===== src/rtl/ghcg_pkg.sv =====
// Types and constants for the gesture hold confirm gate.
`default_nettype none

package ghcg_pkg;

   localparam int TIME_BITS      = 32;
   localparam int HOLD_BITS      = 16;
   localparam int GESTURE_BITS   = 3;
   localparam int CSR_INDEX_BITS = 3;
   localparam int NUM_ACTIONS    = 4;
   localparam int ACTION_SEL_BITS = $clog2(NUM_ACTIONS);
   localparam int REQ_PAD_BITS   = 7;

   localparam logic [GESTURE_BITS-1:0] NO_GESTURE          = 3'd0;
   localparam logic [GESTURE_BITS-1:0] GESTURE_ESTOP       = 3'd0;
   localparam logic [GESTURE_BITS-1:0] GESTURE_FIRST_ACTION = 3'd1;
   localparam logic [GESTURE_BITS-1:0] GESTURE_LAST_ACTION = 3'd4;

   localparam logic [HOLD_BITS-1:0] LOST_GRACE_RESET = 16'd1000;
   localparam logic [HOLD_BITS-1:0] HOLD_MS_RESET    = 16'd500;

   typedef logic [TIME_BITS-1:0] time_type;

   typedef enum logic [CSR_INDEX_BITS-1:0] {
      REG_LOST_GRACE = 3'd0,
      REG_HOLD_ONE   = 3'd1,
      REG_HOLD_TWO   = 3'd2,
      REG_HOLD_THREE = 3'd3,
      REG_HOLD_FOUR  = 3'd4
   } reg_index_type;

   // Request word, last field in the low bits.
   typedef struct packed {
      logic [REQ_PAD_BITS-1:0] pad;
      time_type                now_ms;
      logic                    controller_accepts;
      logic                    action_busy;
      logic                    side_effects_allowed;
      logic                    hand_present;
      logic                    hand_stable;
      logic                    decision_ready;
      logic [GESTURE_BITS-1:0] gesture_code;
   } req_type;

   // Response word, last field in the low bits.
   typedef struct packed {
      time_type                candidate_since_ms;
      logic [GESTURE_BITS-1:0] candidate_gesture;
      logic [GESTURE_BITS-1:0] fired_gesture;
      logic                    fire;
      logic                    abort_request;
   } rsp_type;

   typedef struct packed {
      time_type                lost_start;
      logic                    lost_valid;
      logic [GESTURE_BITS-1:0] candidate;
      time_type                hold_start;
      logic                    hold_valid;
      logic [GESTURE_BITS-1:0] last_fired;
   } gate_state_type;

   typedef struct packed {
      logic [HOLD_BITS-1:0]                   lost_grace_ms;
      logic [NUM_ACTIONS-1:0][HOLD_BITS-1:0]  hold_ms;
   } gate_cfg_type;

endpackage

`default_nettype wire


===== src/rtl/gesture_hold_confirm_gate_unit.sv =====
// Top level of the gesture hold confirm gate.
//
//   channel | direction | payload                               | handshake
//   --------+-----------+---------------------------------------+--------------------
//   req     | in        | 48-bit classifier decision            | req_tvalid/tready
//   rsp     | out       | 40-bit abort/fire/candidate result    | rsp_tvalid/tready
//   csr     | in        | 3-bit register index, 16-bit data     | csr_valid/ready
//
// One transaction per cycle sustained while rsp is not stalled; rsp_tvalid rises once its
// request has passed the input register and then the result register. Reset (synchronous,
// high) loads the register defaults and clears the gate state. A stall on rsp holds the
// result register; the input register still drains into it once that frees, so req_tready
// only drops when both stages are full and rsp is stalled.
`default_nettype none

module gesture_hold_confirm_gate_unit
   import ghcg_pkg::*;
(
   input  wire logic                      clock,
   input  wire logic                      reset,
   input  wire logic                      req_tvalid,
   output      logic                      req_tready,
   // [2:0] gesture_code, [3] decision_ready, [4] hand_stable, [5] hand_present,
   // [6] side_effects_allowed, [7] action_busy, [8] controller_accepts,
   // [40:9] now_ms, [47:41] zero
   input  wire logic [$bits(req_type)-1:0] req_tdata,
   output      logic                      rsp_tvalid,
   input  wire logic                      rsp_tready,
   // [0] abort_request, [1] fire, [4:2] fired_gesture, [7:5] candidate_gesture,
   // [39:8] candidate_since_ms
   output      logic [$bits(rsp_type)-1:0] rsp_tdata,
   input  wire logic                      csr_valid,
   output      logic                      csr_ready,
   input  wire logic [CSR_INDEX_BITS-1:0] csr_index,
   input  wire logic [HOLD_BITS-1:0]      csr_data
);

   req_type        req_ff;
   logic           req_vld_ff;
   rsp_type        rsp_ff;
   rsp_type        rsp_in;
   logic           rsp_vld_ff;
   gate_state_type state_ff;
   gate_state_type state_in;
   gate_cfg_type   cfg_ff;
   logic           advance;
   logic           req_take;

   assign advance    = req_vld_ff && (!rsp_vld_ff || rsp_tready);
   assign req_tready = !req_vld_ff || advance;
   assign req_take   = req_tvalid && req_tready;
   assign csr_ready  = 1'b1;
   assign rsp_tvalid = rsp_vld_ff;
   assign rsp_tdata  = rsp_ff;

   ghcg_core u_core (
      .req        (req_ff),
      .state      (state_ff),
      .cfg        (cfg_ff),
      .state_next (state_in),
      .rsp        (rsp_in)
   );

   always_ff @(posedge clock) begin
      if (reset) begin
         cfg_ff.lost_grace_ms <= LOST_GRACE_RESET;
         cfg_ff.hold_ms       <= {NUM_ACTIONS{HOLD_MS_RESET}};
      end else if (csr_valid && csr_ready) begin
         unique case (reg_index_type'(csr_index))
            REG_LOST_GRACE: cfg_ff.lost_grace_ms <= csr_data;
            REG_HOLD_ONE:   cfg_ff.hold_ms[0]    <= csr_data;
            REG_HOLD_TWO:   cfg_ff.hold_ms[1]    <= csr_data;
            REG_HOLD_THREE: cfg_ff.hold_ms[2]    <= csr_data;
            REG_HOLD_FOUR:  cfg_ff.hold_ms[3]    <= csr_data;
            default: ;
         endcase
      end
   end

   always_ff @(posedge clock) begin
      if (reset) begin
         req_vld_ff <= 1'b0;
         rsp_vld_ff <= 1'b0;
         state_ff   <= '0;
      end else begin
         if (req_take) begin
            req_vld_ff <= 1'b1;
         end else if (advance) begin
            req_vld_ff <= 1'b0;
         end

         if (advance) begin
            rsp_vld_ff <= 1'b1;
            state_ff   <= state_in;
         end else if (rsp_tready) begin
            rsp_vld_ff <= 1'b0;
         end
      end
   end

   // Payload registers: load on transaction, hold otherwise.
   always_ff @(posedge clock) begin
      if (req_take) begin
         req_ff <= req_type'(req_tdata);
      end
      if (advance) begin
         rsp_ff <= rsp_in;
      end
   end

endmodule

`default_nettype wire


===== src/rtl/ghcg_core.sv =====
// Decision logic: next gate state and response for one request.
`default_nettype none

module ghcg_core
   import ghcg_pkg::*;
(
   input  req_type        req,
   input  gate_state_type state,
   input  gate_cfg_type   cfg,
   output gate_state_type state_next,
   output rsp_type        rsp
);

   time_type                   lost_base;
   time_type                   hold_base;
   time_type                   lost_elapsed;
   time_type                   hold_elapsed;
   logic [ACTION_SEL_BITS-1:0] hold_sel;
   logic [HOLD_BITS-1:0]       hold_limit;
   logic [GESTURE_BITS-1:0]    gesture;
   logic [GESTURE_BITS-1:0]    confirmed;
   logic [GESTURE_BITS-1:0]    fired_ref;
   logic                       lost;

   assign gesture      = req.gesture_code;
   // A timer that has not started yet starts at this request's time.
   assign lost_base    = state.lost_valid ? state.lost_start : req.now_ms;
   assign hold_base    = state.hold_valid ? state.hold_start : req.now_ms;
   assign lost_elapsed = req.now_ms - lost_base;
   assign hold_elapsed = req.now_ms - hold_base;
   assign hold_sel     = ACTION_SEL_BITS'(gesture - GESTURE_FIRST_ACTION);
   assign hold_limit   = cfg.hold_ms[hold_sel];

   always_comb begin
      state_next = state;
      rsp        = '0;
      confirmed  = NO_GESTURE;
      fired_ref  = NO_GESTURE;
      lost       = 1'b0;

      if (!req.decision_ready || gesture > GESTURE_LAST_ACTION || !req.hand_stable) begin
         state_next.last_fired = NO_GESTURE;
      end else if (gesture == GESTURE_ESTOP) begin
         rsp.abort_request     = req.side_effects_allowed;
         state_next.last_fired = NO_GESTURE;
      end else if (!req.side_effects_allowed) begin
         state_next.last_fired = NO_GESTURE;
      end else begin
         if (req.hand_present) begin
            state_next.lost_valid = 1'b0;
         end else begin
            state_next.lost_start = lost_base;
            state_next.lost_valid = 1'b1;
            lost = lost_elapsed >= TIME_BITS'(cfg.lost_grace_ms);
         end

         if (lost) begin
            state_next.candidate  = NO_GESTURE;
            state_next.hold_start = '0;
            state_next.hold_valid = 1'b0;
         end else if (gesture != state.candidate) begin
            state_next.candidate  = gesture;
            state_next.hold_start = req.now_ms;
            state_next.hold_valid = 1'b1;
         end else begin
            state_next.hold_start = hold_base;
            state_next.hold_valid = 1'b1;
            if (hold_elapsed >= TIME_BITS'(hold_limit)) begin
               confirmed = gesture;
            end
         end

         // Drop the fired mark once the confirmation lapses.
         fired_ref = (gesture != confirmed) ? NO_GESTURE : state.last_fired;
         state_next.last_fired = fired_ref;

         if (confirmed != NO_GESTURE && confirmed != fired_ref && !req.action_busy) begin
            rsp.fire          = 1'b1;
            rsp.fired_gesture = confirmed;
            if (req.controller_accepts) begin
               state_next.last_fired = confirmed;
            end
         end
      end

      rsp.candidate_gesture  = state_next.candidate;
      rsp.candidate_since_ms = state_next.hold_valid ? state_next.hold_start : '0;
   end

endmodule

`default_nettype wire


===== config.mk =====
export PLATFORM = sky130hd
export DESIGN_NAME = gesture_hold_confirm_gate_unit
export DESIGN_NICKNAME = d
export VERILOG_FILES = /design/src/rtl/ghcg_pkg.sv /design/src/rtl/gesture_hold_confirm_gate_unit.sv /design/src/rtl/ghcg_core.sv
export SDC_FILE = /design/constraint.sdc
export NUM_CORES = 1
export LEC_CHECK = 0
export ABC_CLOCK_PERIOD_IN_PS = 6200
export BUFFER_PORTS_ARGS = -buffer_cell sky130_fd_sc_hd__clkbuf_2
export CAP_MARGIN = 20
export CORE_MARGIN = 3
export CORE_UTILIZATION = 63
export CTS_BUF_LIST = sky130_fd_sc_hd__clkbuf_2
export CTS_CLUSTER_DIAMETER = 40
export DETAILED_ROUTE_END_ITERATION = 10
export PLACE_DENSITY = 0.8
export RECOVER_POWER = 50
export SLEW_MARGIN = 25
export SYNTH_ARGS = -nofsm -noshare
export SYNTH_HDL_FRONTEND = slang
export SYNTH_HIERARCHICAL = 1
export SYNTH_SLANG_ARGS = --single-unit

===== constraint.sdc =====
create_clock -name clock -period 6.2 [get_ports clock]
set_input_delay 0.62 -clock clock [delete_from_list [all_inputs] [get_ports clock]]
set_output_delay 0.62 -clock clock [all_outputs]
set_load 0.02 [all_outputs]

* Word level (Yosys, flattened, before mapping)
Cells that the tools add are included.
Operators by class: add/subtract/negate cells 3, multiply operators 0, div/mod/pow operators 0, order comparisons 4, equal/unequal tests 7, shifts and indexed selects 0, mux-type cells 32, bitwise operators 5, reductions and logical operators 28
Operator list (count):
- 2-to-1 mux 36 bit | 4
- greater-or-equal comparator 32 x 16 -> 1 bit | 2
- 2-to-1 mux 32 bit | 2
- subtractor 32 bit | 2
- 2-to-1 mux 3 bit | 13
- 2-to-1 mux 33 bit | 1
- binary-select mux 16 bit (select 2 bit) | 1
- 2-to-1 mux 16 bit | 1
- 2-to-1 mux 1 bit | 10
- AND reduction 2 bit | 5
- != test 3 bit | 3
- equality test 3 x 2 -> 1 bit, second input constant | 2
- zero test 3 bit | 2
- zero test 1 bit | 5
- inverter 1 bit | 5
- AND reduction 5 bit | 1
- logical AND 1 bit | 4
- logical OR 1 bit | 4
- AND reduction 4 bit | 1
- nonzero test 2 bit | 2
- OR reduction 4 bit | 1
- equality test 3 x 1 -> 1 bit, second input constant | 1
- equality test 3 bit, second input constant | 1
- greater-than comparator 3 bit, second input constant | 1
- 5 further kinds | 5
Storage, ports and cells: bits in registers 235, bits in latches 0, RAM bits 0, ROM bits 0, input bits 72, word-level logic and storage cells 105, memories 0

* Longest topological paths before layout
depth after elaboration 20, gate-level depth with buffers 29, depth with buffers taken out 26

* Hierarchy
Netlist, hierarchy kept.
Modules (own cells, without submodules):
- gesture_hold_confirm_gate_unit | instances 1, cells an instance 747, area each 8717.1 um2, seq. area each 5725.5 um2
- ghcg_core | instances 1, cells an instance 1080, area each 7105.6 um2, seq. area each 0.0 um2

* Worst setup path after synthesis
Ideal clock, no wire load.
kind flip-flop to flip-flop, start register state_ff[3] in the netlist's numbering, end register state_ff[0] in the netlist's numbering, setup time 0.126 ns, arrival 4.987 ns, data required time 6.074 ns, slack 1.086 ns, stages on the path, launching flop included 28, path buffers 2, cell sequence dfxtp_1 clkbuf_1 clkbuf_1 mux2i_1 ha_1 a21oi_1 nand2_1 o21ai_0 nand2_1 a31oi_1 nor2b_1 o21ai_0 nand2b_1 nand3_1 nand2_1 xor2_1 ha_1 a221oi_1 o21ai_0 nor4_1 o2111ai_1 nor4_1 and4_1 nor2_1 a22o_1 a32o_1 nand2b_1 mux2i_1
RTL lines:
- start: declaration | RTL line gesture_hold_confirm_gate_unit.sv:43 | gate_state_type state_ff;
- start signal: assignment | RTL line gesture_hold_confirm_gate_unit.sv:94 | state_ff <= state_in;

==> summary.txt <==
Timing
  – Max Slew Vio Count: 197
  – Hold Vio Cnt, Final: 0
  – Slew headroom: -127%
  – Fin Setup TNS: 0 ns
  – Period utilization: 92.1%
  – RSZ-0062 raised after global routing: false
  – Worst-Margin Slew: around 3.4 ns
  – Final Setup Violations: 0
  – Max Freq: 175 MHz
  – Final critical-path required period: 5.71 ns
  – Fin Clk Skew: 0.154 ns

CTS
  – TritonCTS Sinks: 235
  – CTS Buffer Depth: 3
  – CTS tree: yes
  – Worst-path clk slew: 0.11 ns
  – Postcts setup bufs: 0
  – Later-pin clock latency in the skew report: 0.96 ns
  – TritonCTS Buffers: 61
  – CTS H-Tree Depth: 2
  – Root Driver: clkbuf_2

Power and ir drop
  – Flop pwr share: 46.6%
  – Clock share of power: 31.1%
  – Peak VDD IR: approximately 0.22 mV
  – Switch share: 33.4%
  – Int Pwr: 2.39 mW
  – Gate power share: around 22%
  – Power per cell area: 207 mW/mm^2
  – Leakage: 6.91 nW
  – Psw: 1.20 mW

Setup path
  – Kind of critical path: register to register
  – Worst reg-to-reg path cell count: 25
  – Setup slack, reg-to-reg: 0.49 ns
  – Critical Path AT: roughly 6.5 ns
  – CP endpoint kind: register
  – Worst reg2reg path startpoint: state_ff[3]$_SDFFE_PP0P_
  – Critical Path RT: 6.94 ns
  – Worst reg2reg path endpoint: state_ff[0]$_SDFFE_PP0P_
  – Startpoint types: register
  – CP Max Fanout: 16
  – Max incr delay on CP: 0.65 ns
  – Slowest cell on crit path: dfxtp_2

Global routing
  – First-pass GRT wire length: 67800 um
  – Tot GR Track Use: approximately 31%
  – Antenna violations before repair: 1
  – Gr ovfl total: 0
  – Pin count of the biggest net entering global routing: a little over 90
  – Vias in the first global route: 13700

Placed design
  – Port bufs: 106
  – GP Congestion: 0.912
  – Hpwl dp: 29100 um

Synthesis
  – Syn Area/Cell: 8.58 sq um
  – Syn Inst Count: 1820
  – YS warnings: 6
  – Synthesized area: 0.0156 sq mm
  – Syn_nets: about 2000

Die
  – Die height: 163 um
  – IO Count: 115
  – Die Area: about 0.027 sq mm
  – Row Count: 56
  – Die X-Extent: approximately 160 um
  – Placeable Area: 0.0239 sq mm
  – Initial Utilization: 65.3%

Detailed routing
  – Vias: between 10000 and 15000
  – WL final: 42500 um
  – # DRC: 0
  – Via/cell ratio: slightly above 6
  – Initial DRT Pass Iterations: 5
  – Initial drt markers: 979
  – Antenna Nets Post-Route: 0
  – Wirelength per Cell: 18.3 um

Min path
  – Cell depth of the worst min-delay path: 4
  – Hold Path Class: input pin to register
  – Hold Path End: req_vld_ff$_SDFFE_PP0P_
  – Min-delay src: rsp_tready

Cells and area
  – P&R area growth vs syn: 11.1%
  – Finished Core Util: 72.6%
  – Share of layout cells above drive strength 1: 11.7%
  – Nets: 2126

Status
  – Failing checks: capacitance limit, slew limit
  – Outcome: finished, violations left

Job
  – Max-cap viol count: 3
[layout by cell type (no fill, tap or decap), types with 11 or more instances in the layout]
cell type      instances
a21o_1                20
a21oi_1              224
a31oi_1               14
and2_1                36
and3_1                34
buf_4                 15
clkbuf_1              26
clkbuf_2             169
clkinv_1              15
dfxtp_1              152
dlygate4sd3_1         58
edfxtp_1              81
ha_1                  97
inv_1                 49
mux2i_1              138
mux4_2                16
nand2_1              243
nand2b_1             155
nand3_1               19
nand4_1               20
nor2_1               100
nor2b_1               14
nor3_1                48
o211ai_1              11
o21ai_0               66
o21ai_1               17
xnor2_1               22
xor2_1                25
[sequential cells by signal, summed over array words and instances (netlist names)]
register / flops
req_ff: 41
rsp_tvalid: 1
state_ff: 72
req_vld_ff: 1
cfg_ff: 80
rsp_tdata: 40
[worst max-delay path, delay by kind of cell, from the launching register on]
| kind | cells | cell delay [ns] |
|---|---|---|
| simple gates | 12 | 1.95 |
| compound gates | 8 | 1.80 |
| flops | 1 | 0.65 |
| fa+ha+maj | 2 | 0.62 |
| mux | 2 | 0.40 |
| xor+xnor | 1 | 0.16 |
[per-layer routing]
layer	part of all wire (%)	GRT usage, %
met5	0	0
met4	4.0	14.1
met3	7.2	4.95
met2	48	52.6
met1	41	39.9
[power groups by stage]
stage | clock, mW | sequential [mW] | combinational [mW]
floorplan | 0 | 1.70 | 0.565
global placement | 0 | 1.71 | 0.735
detailed placement | 0 | 1.71 | 0.752
CTS | 1.13 | 1.67 | 0.785
global route | 1.22 | 1.68 | 0.883
finish | 1.12 | 1.67 | 0.799
[what timing repair did]
| item | 4_1_cts | 5_1_grt |
|---|---|---|
| hold buffers | 58 | 0 |
| hold endpoints to repair | 120 | 0 |
| setup endpoints to repair | 0 | 1 |
| gates resized for setup | 0 | 1 |
[how the worst max path moves through the flow]
| stage | start | endpoint | slack [ns] | cells past startpoint |
|---|---|---|---|---|
| floorplan | state_ff[3]$_SDFFE_PP0P_ | state_ff[0]$_SDFFE_PP0P_ | 1.09 | 27 |
| global placement | state_ff[3]$_SDFFE_PP0P_ | state_ff[0]$_SDFFE_PP0P_ | 0.68 | 26 |
| detailed placement | state_ff[3]$_SDFFE_PP0P_ | state_ff[0]$_SDFFE_PP0P_ | 0.54 | 25 |
| CTS | state_ff[3]$_SDFFE_PP0P_ | state_ff[0]$_SDFFE_PP0P_ | 0.46 | 25 |
| global route | req_ff[9]$_DFFE_PP_ | rsp_tdata[24]$_DFFE_PP_ | 0.12 | 25 |
| finish | state_ff[3]$_SDFFE_PP0P_ | state_ff[0]$_SDFFE_PP0P_ | 0.49 | 25 |
[cell type report]
class,count,area [sq um]
timing repair buffer,182,1220
clock inverter,26,144
clock buffer,87,435
multi-input combinational,1426,9440
inverter,49,184
tap,319,399
sequential,235,5520
fill,1853,6550
antenna,1,2.50
[metrics by stage]
step / power (mW) / cell area [sq um] / worst slack (ns) / hold slack (ns) / cells
2_1_floorplan: 2.26 / 15600 / 1.09 / 0.433 / 1820
3_3_place_gp: 2.44 / 16200 / 0.677 / 0.438 / 2153
3_5_place_dp: 2.46 / 16200 / 0.541 / 0.447 / 2153
4_1_cts: 3.59 / 17400 / 0.462 / 0.0229 / 2324
5_1_grt: 3.78 / 17300 / 0.122 / 0.130 / 2325
6_report: 3.59 / 17300 / 0.488 / 0.151 / 2325
(Power assumes the default switching activity.)
